$ cat src/sv/elacc_pkg.sv
// ----------------------------------------------------------------------------
// elacc_pkg
// Shared types, constants and the microcode program of the AC cutoff
// controller.
// ----------------------------------------------------------------------------
package elacc_pkg;

	// Configuration port
	localparam int ADDR_W = 5;
	localparam int DATA_W = 32;

	typedef logic [2:0] reg_idx_t;
	localparam reg_idx_t REG_TPS_HIGH    = 3'd0;
	localparam reg_idx_t REG_MAP_HIGH    = 3'd1;
	localparam reg_idx_t REG_RPM_LOW     = 3'd2;
	localparam reg_idx_t REG_RPM_IDLE    = 3'd3;
	localparam reg_idx_t REG_CUT_DELAY   = 3'd4;
	localparam reg_idx_t REG_REST_DELAY  = 3'd5;
	localparam reg_idx_t REG_PULSE_TMO   = 3'd6;
	localparam reg_idx_t REG_RPM_WINDOW  = 3'd7;

	localparam logic [6:0]  RST_TPS_HIGH   = 7'd70;
	localparam logic [6:0]  RST_MAP_HIGH   = 7'd75;
	localparam logic [13:0] RST_RPM_LOW    = 14'd2000;
	localparam logic [13:0] RST_RPM_IDLE   = 14'd800;
	localparam logic [15:0] RST_CUT_DELAY  = 16'd200;
	localparam logic [15:0] RST_REST_DELAY = 16'd1000;
	localparam logic [15:0] RST_PULSE_TMO  = 16'd150;
	localparam logic [9:0]  RST_RPM_WINDOW = 10'd100;

	typedef struct packed {
		logic [6:0]  tps_high_pct;
		logic [6:0]  map_high_pct;
		logic [13:0] rpm_low_limit;
		logic [13:0] rpm_idle_limit;
		logic [15:0] cutoff_delay_ms;
		logic [15:0] restore_delay_ms;
		logic [15:0] pulse_timeout_ms;
		logic [9:0]  rpm_window_ms;
	} cfg_t;

	// Arithmetic constants
	localparam logic [15:0] RPM_SCALE    = 16'd60000;
	localparam int          QUOT_W       = 32;
	localparam logic [5:0]  RPM_DIV_BITS = 6'd32;
	// Microseconds to milliseconds: multiply by ceil(2^26 / 1000) and keep the
	// bits from 26 upwards, which is exact for every 16-bit width.
	localparam logic [16:0] WID_RECIP    = 17'd67109;
	localparam int          WID_SHIFT    = 26;

	// Microcode
	typedef enum logic [3:0] {
		OP_NOP,
		OP_ACCUM,
		OP_MUL,
		OP_DIV_RPM,
		OP_DIV_STEP,
		OP_STORE_RPM,
		OP_STORE_WID,
		OP_CLEAR_EMPTY,
		OP_FINISH
	} op_t;

	typedef enum logic [2:0] {
		C_NEVER,
		C_ALWAYS,
		C_NO_INPUT,
		C_NO_CLOSE,
		C_EMPTY,
		C_DIV_MORE,
		C_OUT_BUSY
	} cond_t;

	typedef logic [3:0] step_t;

	localparam step_t STEP_IDLE     = 4'd0;
	localparam step_t STEP_ACCUM    = 4'd1;
	localparam step_t STEP_CHECK    = 4'd2;
	localparam step_t STEP_MUL      = 4'd3;
	localparam step_t STEP_LOAD_RPM = 4'd4;
	localparam step_t STEP_ITER_RPM = 4'd5;
	localparam step_t STEP_ST_RPM   = 4'd6;
	localparam step_t STEP_ST_WID   = 4'd7;
	localparam step_t STEP_EMPTY    = 4'd8;
	localparam step_t STEP_WAIT     = 4'd9;
	localparam step_t STEP_FINISH   = 4'd10;

	typedef struct packed {
		op_t   op;
		cond_t cond;
		step_t target;
	} ctrl_t;

	// Status flags from the datapath that the jump conditions test.
	typedef struct packed {
		logic no_close;
		logic empty;
		logic div_more;
		logic out_busy;
	} stat_t;

	function automatic ctrl_t ucode(input step_t s);
		ctrl_t w;
		case (s)
			STEP_IDLE:     w = '{OP_NOP,         C_NO_INPUT, STEP_IDLE};
			STEP_ACCUM:    w = '{OP_ACCUM,       C_NEVER,    STEP_IDLE};
			STEP_CHECK:    w = '{OP_NOP,         C_NO_CLOSE, STEP_WAIT};
			STEP_MUL:      w = '{OP_MUL,         C_EMPTY,    STEP_EMPTY};
			STEP_LOAD_RPM: w = '{OP_DIV_RPM,     C_NEVER,    STEP_IDLE};
			STEP_ITER_RPM: w = '{OP_DIV_STEP,    C_DIV_MORE, STEP_ITER_RPM};
			STEP_ST_RPM:   w = '{OP_STORE_RPM,   C_NEVER,    STEP_IDLE};
			STEP_ST_WID:   w = '{OP_STORE_WID,   C_ALWAYS,   STEP_WAIT};
			STEP_EMPTY:    w = '{OP_CLEAR_EMPTY, C_NEVER,    STEP_IDLE};
			STEP_WAIT:     w = '{OP_NOP,         C_OUT_BUSY, STEP_WAIT};
			STEP_FINISH:   w = '{OP_FINISH,      C_ALWAYS,   STEP_IDLE};
			default:       w = '{OP_NOP,         C_ALWAYS,   STEP_IDLE};
		endcase
		return w;
	endfunction

endpackage

$ cat src/sv/elacc_regs.sv
// ----------------------------------------------------------------------------
// elacc_regs
// Configuration register file behind the APB-style port.
// ----------------------------------------------------------------------------
module elacc_regs (
	input  logic                    clk,
	input  logic                    arst_n,
	input  logic                    psel,
	input  logic                    penable,
	input  logic                    pwrite,
	input  logic [elacc_pkg::ADDR_W-1:0] paddr,
	input  logic [elacc_pkg::DATA_W-1:0] pwdata,
	output logic [elacc_pkg::DATA_W-1:0] prdata,
	output logic                    pready,
	output elacc_pkg::cfg_t         cfg
);
	import elacc_pkg::*;

	cfg_t     cfg_q;
	reg_idx_t idx;
	logic     wr_en;

	assign idx    = paddr[4:2];
	assign wr_en  = psel && penable && pwrite;
	assign pready = 1'b1;
	assign cfg    = cfg_q;

	always_ff @(posedge clk or negedge arst_n) begin
		if (!arst_n) begin
			cfg_q.tps_high_pct     <= RST_TPS_HIGH;
			cfg_q.map_high_pct     <= RST_MAP_HIGH;
			cfg_q.rpm_low_limit    <= RST_RPM_LOW;
			cfg_q.rpm_idle_limit   <= RST_RPM_IDLE;
			cfg_q.cutoff_delay_ms  <= RST_CUT_DELAY;
			cfg_q.restore_delay_ms <= RST_REST_DELAY;
			cfg_q.pulse_timeout_ms <= RST_PULSE_TMO;
			cfg_q.rpm_window_ms    <= RST_RPM_WINDOW;
		end else if (wr_en) begin
			case (idx)
				REG_TPS_HIGH:   cfg_q.tps_high_pct     <= pwdata[6:0];
				REG_MAP_HIGH:   cfg_q.map_high_pct     <= pwdata[6:0];
				REG_RPM_LOW:    cfg_q.rpm_low_limit    <= pwdata[13:0];
				REG_RPM_IDLE:   cfg_q.rpm_idle_limit   <= pwdata[13:0];
				REG_CUT_DELAY:  cfg_q.cutoff_delay_ms  <= pwdata[15:0];
				REG_REST_DELAY: cfg_q.restore_delay_ms <= pwdata[15:0];
				REG_PULSE_TMO:  cfg_q.pulse_timeout_ms <= pwdata[15:0];
				REG_RPM_WINDOW: cfg_q.rpm_window_ms    <= pwdata[9:0];
				default: ;
			endcase
		end
	end

	always_comb begin
		case (idx)
			REG_TPS_HIGH:   prdata = DATA_W'(cfg_q.tps_high_pct);
			REG_MAP_HIGH:   prdata = DATA_W'(cfg_q.map_high_pct);
			REG_RPM_LOW:    prdata = DATA_W'(cfg_q.rpm_low_limit);
			REG_RPM_IDLE:   prdata = DATA_W'(cfg_q.rpm_idle_limit);
			REG_CUT_DELAY:  prdata = DATA_W'(cfg_q.cutoff_delay_ms);
			REG_REST_DELAY: prdata = DATA_W'(cfg_q.restore_delay_ms);
			REG_PULSE_TMO:  prdata = DATA_W'(cfg_q.pulse_timeout_ms);
			REG_RPM_WINDOW: prdata = DATA_W'(cfg_q.rpm_window_ms);
			default:        prdata = '0;
		endcase
	end

endmodule

$ cat src/sv/elacc_div.sv
// ----------------------------------------------------------------------------
// elacc_div
// Restoring divider that produces one quotient bit per cycle.
// ----------------------------------------------------------------------------
module elacc_div #(
	parameter int DEN_W = 13
) (
	input  logic                         clk,
	input  logic                         arst_n,
	input  logic                         load,
	input  logic                         div_step,
	input  logic [elacc_pkg::QUOT_W-1:0] num,
	input  logic [DEN_W-1:0]             den,
	input  logic [5:0]                   bits,
	output logic [elacc_pkg::QUOT_W-1:0] quot,
	output logic                         more
);
	import elacc_pkg::*;

	logic [QUOT_W-1:0] num_q;
	logic [DEN_W-1:0]  rem_q;
	logic [DEN_W-1:0]  den_q;
	logic [5:0]        cnt_q;
	logic [DEN_W:0]    shifted;
	logic [DEN_W+1:0]  diff;
	logic              borrow;

	assign shifted = {rem_q, num_q[QUOT_W-1]};
	assign diff    = {1'b0, shifted} - {2'b00, den_q};
	assign borrow  = diff[DEN_W+1];
	assign quot    = num_q;
	assign more    = cnt_q != 6'd1;

	always_ff @(posedge clk or negedge arst_n) begin
		if (!arst_n) begin
			cnt_q <= '0;
		end else if (load) begin
			cnt_q <= bits;
		end else if (div_step) begin
			cnt_q <= cnt_q - 6'd1;
		end
	end

	// The numerator shifts out at the top while quotient bits enter at the bottom.
	always_ff @(posedge clk) begin
		if (load) begin
			num_q <= num;
			rem_q <= '0;
			den_q <= den;
		end else if (div_step) begin
			num_q <= {num_q[QUOT_W-2:0], !borrow};
			rem_q <= borrow ? shifted[DEN_W-1:0] : diff[DEN_W-1:0];
		end
	end

endmodule

$ cat src/sv/elacc_seq.sv
// ----------------------------------------------------------------------------
// elacc_seq
// Step counter and microcode table with conditional jumps.
// ----------------------------------------------------------------------------
module elacc_seq (
	input  logic              clk,
	input  logic              arst_n,
	input  logic              in_valid,
	input  elacc_pkg::stat_t  stat,
	output elacc_pkg::ctrl_t  ctrl,
	output logic              in_stall
);
	import elacc_pkg::*;

	step_t pc_q;
	step_t pc_nx;
	logic  take;

	assign ctrl     = ucode(pc_q);
	assign in_stall = pc_q != STEP_IDLE;

	always_comb begin
		case (ctrl.cond)
			C_NEVER:    take = 1'b0;
			C_ALWAYS:   take = 1'b1;
			C_NO_INPUT: take = !in_valid;
			C_NO_CLOSE: take = stat.no_close;
			C_EMPTY:    take = stat.empty;
			C_DIV_MORE: take = stat.div_more;
			C_OUT_BUSY: take = stat.out_busy;
			default:    take = 1'b1;
		endcase
		pc_nx = take ? ctrl.target : pc_q + step_t'(1);
	end

	always_ff @(posedge clk or negedge arst_n) begin
		if (!arst_n) begin
			pc_q <= STEP_IDLE;
		end else begin
			pc_q <= pc_nx;
		end
	end

endmodule

$ cat src/sv/elacc_dp.sv
// ----------------------------------------------------------------------------
// elacc_dp
// Datapath: window counters, RPM and width arithmetic, cutoff decision,
// relay timer and the result register.
// ----------------------------------------------------------------------------
module elacc_dp #(
	parameter int CYLINDERS = 4
) (
	input  logic             clk,
	input  logic             arst_n,
	input  elacc_pkg::cfg_t  cfg,
	input  elacc_pkg::ctrl_t ctrl,
	input  logic             in_fire,
	input  logic [6:0]       map_pct,
	input  logic [6:0]       tps_pct,
	input  logic [2:0]       pulses_ended,
	input  logic [15:0]      pulse_width_us,
	input  logic             out_stall,
	output elacc_pkg::stat_t stat,
	output logic             out_valid,
	output logic             relay_on,
	output logic [15:0]      engine_rpm,
	output logic [6:0]       pulse_width_ms,
	output logic             cutoff_request
);
	import elacc_pkg::*;

	localparam int DEN_MAX = 1023 * CYLINDERS / 2;
	localparam int DEN_W   = $clog2(DEN_MAX + 1);

	// Latched input item
	logic [6:0]  map_in_q;
	logic [6:0]  tps_in_q;
	logic [2:0]  pulses_in_q;
	logic [15:0] width_in_q;

	// Controller state
	logic [9:0]  elapsed_q;
	logic [15:0] count_q;
	logic [15:0] width_us_q;
	logic [15:0] since_q;
	logic [15:0] rpm_q;
	logic [6:0]  wms_q;
	logic        req_q;
	logic        relay_q;
	logic [15:0] timer_q;

	// Arithmetic operands
	logic [QUOT_W-1:0] product_q;
	logic [DEN_W-1:0]  den_q;
	logic [DEN_W:0]    den_x2;

	// Result register
	logic        out_valid_q;
	logic        relay_out_q;
	logic [15:0] rpm_out_q;
	logic [6:0]  wms_out_q;
	logic        req_out_q;

	logic [16:0]       count_sum;
	logic [15:0]       count_nx;
	logic              div_load;
	logic [QUOT_W-1:0] quot;
	logic              div_more;
	logic [32:0]       wid_prod;

	logic        timed_out;
	logic [15:0] rpm_eff;
	logic        low_rpm;
	logic        cut;
	logic [15:0] timer_nx;
	logic        relay_nx;

	assign count_sum = {1'b0, count_q} + 17'(pulses_in_q);
	assign count_nx  = count_sum[16] ? 16'hFFFF : count_sum[15:0];
	assign den_x2    = (DEN_W + 1)'(elapsed_q) * (DEN_W + 1)'(CYLINDERS);
	assign wid_prod  = 33'(width_us_q) * 33'(WID_RECIP);

	assign stat.no_close = elapsed_q < cfg.rpm_window_ms;
	assign stat.empty    = count_q == 16'd0;
	assign stat.div_more = div_more;
	assign stat.out_busy = out_valid_q && out_stall;

	assign div_load = ctrl.op == OP_DIV_RPM;

	elacc_div #(
		.DEN_W(DEN_W)
	) u_div (
		.clk     (clk),
		.arst_n  (arst_n),
		.load    (div_load),
		.div_step(ctrl.op == OP_DIV_STEP),
		.num     (product_q),
		.den     (den_q),
		.bits    (RPM_DIV_BITS),
		.quot    (quot),
		.more    (div_more)
	);

	// Timeout forcing, cutoff decision and relay timing of the closing step.
	always_comb begin
		timed_out = since_q > cfg.pulse_timeout_ms;
		rpm_eff   = timed_out ? 16'd0 : rpm_q;
		low_rpm   = rpm_eff < {2'b00, cfg.rpm_low_limit};
		cut       = ((tps_in_q > cfg.tps_high_pct) || (map_in_q > cfg.map_high_pct)) && low_rpm
			|| (rpm_eff < {2'b00, cfg.rpm_idle_limit});
		if (cut != req_q) begin
			timer_nx = 16'd0;
		end else begin
			timer_nx = (timer_q == 16'hFFFF) ? timer_q : timer_q + 16'd1;
		end
		relay_nx = relay_q;
		if (cut && relay_q && (timer_nx >= cfg.cutoff_delay_ms)) begin
			relay_nx = 1'b0;
		end else if (!cut && !relay_q && (timer_nx >= cfg.restore_delay_ms)) begin
			relay_nx = 1'b1;
		end
	end

	always_ff @(posedge clk) begin
		if (in_fire) begin
			map_in_q    <= map_pct;
			tps_in_q    <= tps_pct;
			pulses_in_q <= pulses_ended;
			width_in_q  <= pulse_width_us;
		end
		if (ctrl.op == OP_MUL) begin
			product_q <= QUOT_W'(count_q) * QUOT_W'(RPM_SCALE);
			den_q     <= den_x2[DEN_W:1];
		end
		if (ctrl.op == OP_FINISH) begin
			relay_out_q <= relay_nx;
			rpm_out_q   <= rpm_eff;
			wms_out_q   <= wms_q;
			req_out_q   <= cut;
		end
	end

	always_ff @(posedge clk or negedge arst_n) begin
		if (!arst_n) begin
			elapsed_q   <= '0;
			count_q     <= '0;
			width_us_q  <= '0;
			since_q     <= 16'hFFFF;
			rpm_q       <= '0;
			wms_q       <= '0;
			req_q       <= 1'b0;
			relay_q     <= 1'b1;
			timer_q     <= '0;
			out_valid_q <= 1'b0;
		end else begin
			case (ctrl.op)
				OP_ACCUM: begin
					if (pulses_in_q != 3'd0) begin
						count_q    <= count_nx;
						width_us_q <= width_in_q;
						since_q    <= '0;
					end else if (since_q != 16'hFFFF) begin
						since_q <= since_q + 16'd1;
					end
					if (elapsed_q != 10'h3FF) begin
						elapsed_q <= elapsed_q + 10'd1;
					end
				end
				OP_STORE_RPM: begin
					rpm_q <= (quot[QUOT_W-1:16] != '0) ? 16'hFFFF : quot[15:0];
				end
				OP_STORE_WID: begin
					wms_q     <= wid_prod[WID_SHIFT +: 7];
					count_q   <= '0;
					elapsed_q <= '0;
				end
				OP_CLEAR_EMPTY: begin
					rpm_q     <= '0;
					count_q   <= '0;
					elapsed_q <= '0;
				end
				OP_FINISH: begin
					rpm_q   <= rpm_eff;
					req_q   <= cut;
					timer_q <= timer_nx;
					relay_q <= relay_nx;
				end
				default: ;
			endcase
			// The program waits for a free result register before it finishes.
			if (ctrl.op == OP_FINISH) begin
				out_valid_q <= 1'b1;
			end else if (out_valid_q && !out_stall) begin
				out_valid_q <= 1'b0;
			end
		end
	end

	assign out_valid      = out_valid_q;
	assign relay_on       = relay_out_q;
	assign engine_rpm     = rpm_out_q;
	assign pulse_width_ms = wms_out_q;
	assign cutoff_request = req_out_q;

endmodule

$ cat src/sv/engine_load_ac_cutoff_controller_unit.sv
// ----------------------------------------------------------------------------
// engine_load_ac_cutoff_controller_unit
// Air-conditioning compressor cutoff from engine speed, load and throttle.
// ----------------------------------------------------------------------------
// Each input transfer is one millisecond tick and gives exactly one result
// transfer. A tick that does not close the counting window passes the
// accumulate, check, wait and finish steps, and a tick that closes an empty
// window also passes the multiply step and a step that clears the window. A
// tick that closes a window with pulses in it runs the serial divider for the
// RPM, which yields one quotient bit per cycle; the pulse width in milliseconds
// comes from a reciprocal multiplication in a single step. The input is
// accepted again in the cycle after the result register is loaded.
// The result sits in an output register, so the next tick is
// accepted while an earlier result still waits to be taken; that tick then
// holds before its finishing step until the register is free. Configuration
// registers lie at byte addresses 4*i and should only be written while no
// tick is in progress.
module engine_load_ac_cutoff_controller_unit #(
	parameter int CYLINDERS = 4
) (
	input  logic                          clk,
	input  logic                          arst_n,
	input  logic                          psel,
	input  logic                          penable,
	input  logic                          pwrite,
	input  logic [elacc_pkg::ADDR_W-1:0]  paddr,
	input  logic [elacc_pkg::DATA_W-1:0]  pwdata,
	output logic [elacc_pkg::DATA_W-1:0]  prdata,
	output logic                          pready,
	input  logic                          in_valid,
	output logic                          in_stall,
	input  logic [6:0]                    map_pct,
	input  logic [6:0]                    tps_pct,
	input  logic [2:0]                    pulses_ended,
	input  logic [15:0]                   pulse_width_us,
	output logic                          out_valid,
	input  logic                          out_stall,
	output logic                          relay_on,
	output logic [15:0]                   engine_rpm,
	output logic [6:0]                    pulse_width_ms,
	output logic                          cutoff_request
);
	import elacc_pkg::*;

	cfg_t  cfg;
	ctrl_t ctrl;
	stat_t stat;
	logic  in_fire;

	assign in_fire = in_valid && !in_stall;

	elacc_regs u_regs (
		.clk    (clk),
		.arst_n (arst_n),
		.psel   (psel),
		.penable(penable),
		.pwrite (pwrite),
		.paddr  (paddr),
		.pwdata (pwdata),
		.prdata (prdata),
		.pready (pready),
		.cfg    (cfg)
	);

	elacc_seq u_seq (
		.clk     (clk),
		.arst_n  (arst_n),
		.in_valid(in_valid),
		.stat    (stat),
		.ctrl    (ctrl),
		.in_stall(in_stall)
	);

	elacc_dp #(
		.CYLINDERS(CYLINDERS)
	) u_dp (
		.clk           (clk),
		.arst_n        (arst_n),
		.cfg           (cfg),
		.ctrl          (ctrl),
		.in_fire       (in_fire),
		.map_pct       (map_pct),
		.tps_pct       (tps_pct),
		.pulses_ended  (pulses_ended),
		.pulse_width_us(pulse_width_us),
		.out_stall     (out_stall),
		.stat          (stat),
		.out_valid     (out_valid),
		.relay_on      (relay_on),
		.engine_rpm    (engine_rpm),
		.pulse_width_ms(pulse_width_ms),
		.cutoff_request(cutoff_request)
	);

endmodule

$ cat config.mk
export PLATFORM = sky130hd
export DESIGN_NAME = engine_load_ac_cutoff_controller_unit
export DESIGN_NICKNAME = d
export VERILOG_FILES = /design/src/sv/elacc_pkg.sv /design/src/sv/elacc_regs.sv /design/src/sv/elacc_div.sv /design/src/sv/elacc_seq.sv /design/src/sv/elacc_dp.sv /design/src/sv/engine_load_ac_cutoff_controller_unit.sv
export SDC_FILE = /design/constraint.sdc
export NUM_CORES = 1
export LEC_CHECK = 0
export BUFFER_PORTS_ARGS = -buffer_cell sky130_fd_sc_hd__buf_2
export CORE_UTILIZATION = 50
export DETAILED_ROUTE_END_ITERATION = 7
export PLACE_DENSITY_LB_ADDON = 0.08
export SLEW_MARGIN = 5
export SYNTH_ARGS = -nofsm -noshare
export SYNTH_HDL_FRONTEND = slang
export SYNTH_HIERARCHICAL = 1
export SYNTH_SLANG_ARGS = --single-unit
$ cat constraint.sdc
create_clock -name clk -period 7.8 [get_ports clk]
set_clock_uncertainty 0.1 [all_clocks]
set_input_delay 1.95 -clock clk [delete_from_list [all_inputs] [get_ports clk]]
set_output_delay 1.95 -clock clk [all_outputs]
set_load 0.02 [all_outputs]
==> flow_summary_export.csv <==
group,metric,value,unit
routing,drcViolationCount,0,
die,die_y,226,µm
timing,hold_ws,0.316,ns
placed_design,dp_cells,2988,
synthesis,synth_warnings,6,
timing,hold_viol_final,0,
timing,timing.final.max_slew_violations,0,
pwr,switching_share,43.0,%
pwr,ir_drop,350,µV
setup_path,reg2reg_depth,26,
timing,tightest_slew,1.22,ns
die,ios,137,
timing,slew_headroom,18.5,%
synthesis,syn_area,25000,µm²
global_route,grt_use_total,22.8,%
die,fp.dieW,226,µm
cts,cts.sinks,359,
global_route,grt_overflow,0,
cts,path_clk_slew,0.06,ns
timing,max_freq,0.147,GHz
setup_path,path_max_fanout,20,
routing,totalWireLength,55800,µm
cts,cts_resized,0,
global_route,antenna_found_initial,1,
setup_path,crit_type,"reg2reg",
cts,cts_tree,"built",
run,drv_cap,0,
pwr,power.density,456,nW/µm²
global_route,grt_max_degree,102,
timing,finalCritPeriodShare,87.3,%
die,start_util,50.9,%
final_layout,nFillCells,4227,
cts,hold_buffers,0,
status,status,"finished clean",
pwr,power_switching,5410,µW
pwr,pwr-share-clk,16.4,%
pwr,p_leak,0.0131,µW
timing,finalSetupViolations,0,
routing,vias,16672,
pwr,power_frac_comb,57.9,%
timing,fin_setup_tns,0,ns
cts,cts_setup_buffers,0,
routing,wl_per_cell,18.2,µm
die,fp.dieArea,50900,µm²
pwr,seqPwrFrac,25.7,%
final_layout,seqCellArea,9680,µm²
worst_hold_path,whs_path_depth,0,
cts,clk_path_buf_depth,3,
setup_path,cp-end-kind,"flop",
routing,first_pass_iters,5,
final_layout,antenna_cells,0,
cts,clock_latency,0.58,ns
timing,fin_crit,6.81,ns
placed_design,gp_congestion,0.873,
global_route,grt_first_pass_wirelength,90700,µm
die,num_rows,81,
placed_design,port_buffers,101,
synthesis,synthCells,2259,
synthesis,avgSynthCellArea,11.1,µm²
final_layout,multi_input_area,14000,µm²
final_layout,finish.utilization,56.1,%
setup_path,critPathArrivalTime,7.20,ns
setup_path,crit_path_start_kind,"flop",
placed_design,dp_hpwl,42600,µm
cts,root_buffer,"clkbuf_16",
final_layout,area_growth,10.3,%
cts,cts_made_buffers,42,
die,core_area,49200,µm²
timing,rsz0062_at_grt,"false",
global_route,grt_pass1_vias,17030,
final_layout,drive_gt1_share,16.9,%
setup_path,required,8.19,ns
cts,h-tree-depth,2,
worst_hold_path,hold_path.class,"reg2reg",
routing,vias_per_cell,5.44,
pwr,p_int,7170,µW
routing,drtIter0Drc,934,
final_layout,final_nets,2884,
final_layout,finalNonFillerCells,3066,
routing,postRouteAntennaNets,0,
==> worst paths after layout <==
path / slack (ns) / from / end
worst max-delay path: 0.99 / u_dp/since_q[13] / u_dp/relay_q
max in group asynchronous: 5.07 / arst_n / u_dp/count_q[15]
worst max register to register: 0.99 / u_dp/since_q[13] / u_dp/relay_q
worst min-delay path: 0.32 / u_dp/den_q[5] / u_dp/u_div/den_q[5]
worst min register to register: 0.32 / u_dp/den_q[5] / u_dp/u_div/den_q[5]
min in group asynchronous: 1.26 / arst_n / u_dp/timer_q[8]
==> metrics by stage <==
step                power, µW  setup WS [ns]  area [µm²]
floorplan                8720           1.87       25100
global placement        10400           1.11       26100
detailed placement      10700          0.964       26100
CTS                     12800          0.972       27600
global route            14000          0.335       27600
finish                  12600          0.988       27600
==> layer usage <==
layer / global-route usage [%] / wire, µm / share of wire (%) / vias to the layer above
li1: - / - / - / 8095
met1: 30.3 / 25500 / 46 / 8262
met2: 39.5 / 27400 / 49 / 251
met3: 2.43 / 1650 / 3.0 / 64
met4: 6.23 / 1220 / 2.2 / 0
met5: 0 / 0 / 0 / -
==> area by class of cell <==
| cell class | instances | area share [%] |
|---|---|---|
| flip-flops and latches | 359 | 35.1 |
| clock inverters | 26 | 1.13 |
| inverters | 267 | 3.63 |
| clock buffers | 52 | 4.13 |
| repair buffers | 114 | 2.22 |
| multi-input cells | 1584 | 50.8 |
| well taps | 664 | 3.01 |
==> sequential cells by signal (all words and copies together), names as in the netlist, 10 cells and up <==
signal,cells
u_dp/width_in_q,16
u_dp/timer_q,16
u_dp/den_q,10
u_dp/product_q,27
u_dp/since_q,16
u_regs/cfg,100
u_dp/elapsed_q,10
u_dp/engine_rpm,16
u_dp/u_div/rem_q,11
u_dp/count_q,16
u_dp/rpm_q,16
u_dp/width_us_q,16
u_dp/u_div/den_q,11
u_dp/u_div/quot,32
==> placed cells by master, fill, tap and decap left out, types with 40 or more instances in the layout <==
| master | n |
|---|---|
| ha_1 | 337 |
| inv_1 | 266 |
| dfrtp_1 | 161 |
| nand2_1 | 143 |
| edfxtp_1 | 138 |
| mux2_2 | 130 |
| nor2_1 | 126 |
| fa_1 | 102 |
| buf_2 | 100 |
| o21ai_0 | 80 |
| a21oi_1 | 79 |
| dfstp_2 | 49 |
| a21o_1 | 44 |
| clkbuf_16 | 43 |
| xor2_1 | 42 |
| xnor2_1 | 40 |
==> worst max-delay path, stage by stage (launching register included) <==
cell,delay (ns)
dfstp_2,0.58
ha_1,0.25
a21o_1,0.18
a21o_1,0.17
a2111o_1,0.40
o31a_1,0.55
nor2b_1,0.35
ha_1,0.31
a21o_1,0.18
a21oi_1,0.14
nor2b_1,0.06
o21ai_0,0.15
nand2b_1,0.07
a2111oi_0,0.42
o22a_2,0.41
xor2_2,0.42
nand2b_1,0.21
ha_1,0.23
nand2b_1,0.14
a21o_1,0.17
a21o_1,0.17
a21o_1,0.17
a21o_1,0.18
a31oi_1,0.20
nor4_1,0.09
o21a_1,0.20
o31ai_1,0.22
==> power groups by stage <==
stage,Combinational (µW),Clock [µW],Sequential [µW]
2_1_floorplan,5640,0,3080
3_3_place_gp,7110,0,3260
3_5_place_dp,7380,0,3270
4_1_cts,7430,2120,3240
5_1_grt,8470,2180,3310
6_report,7290,2060,3240
No activity file was read; power rests on OpenSTA's default activity.
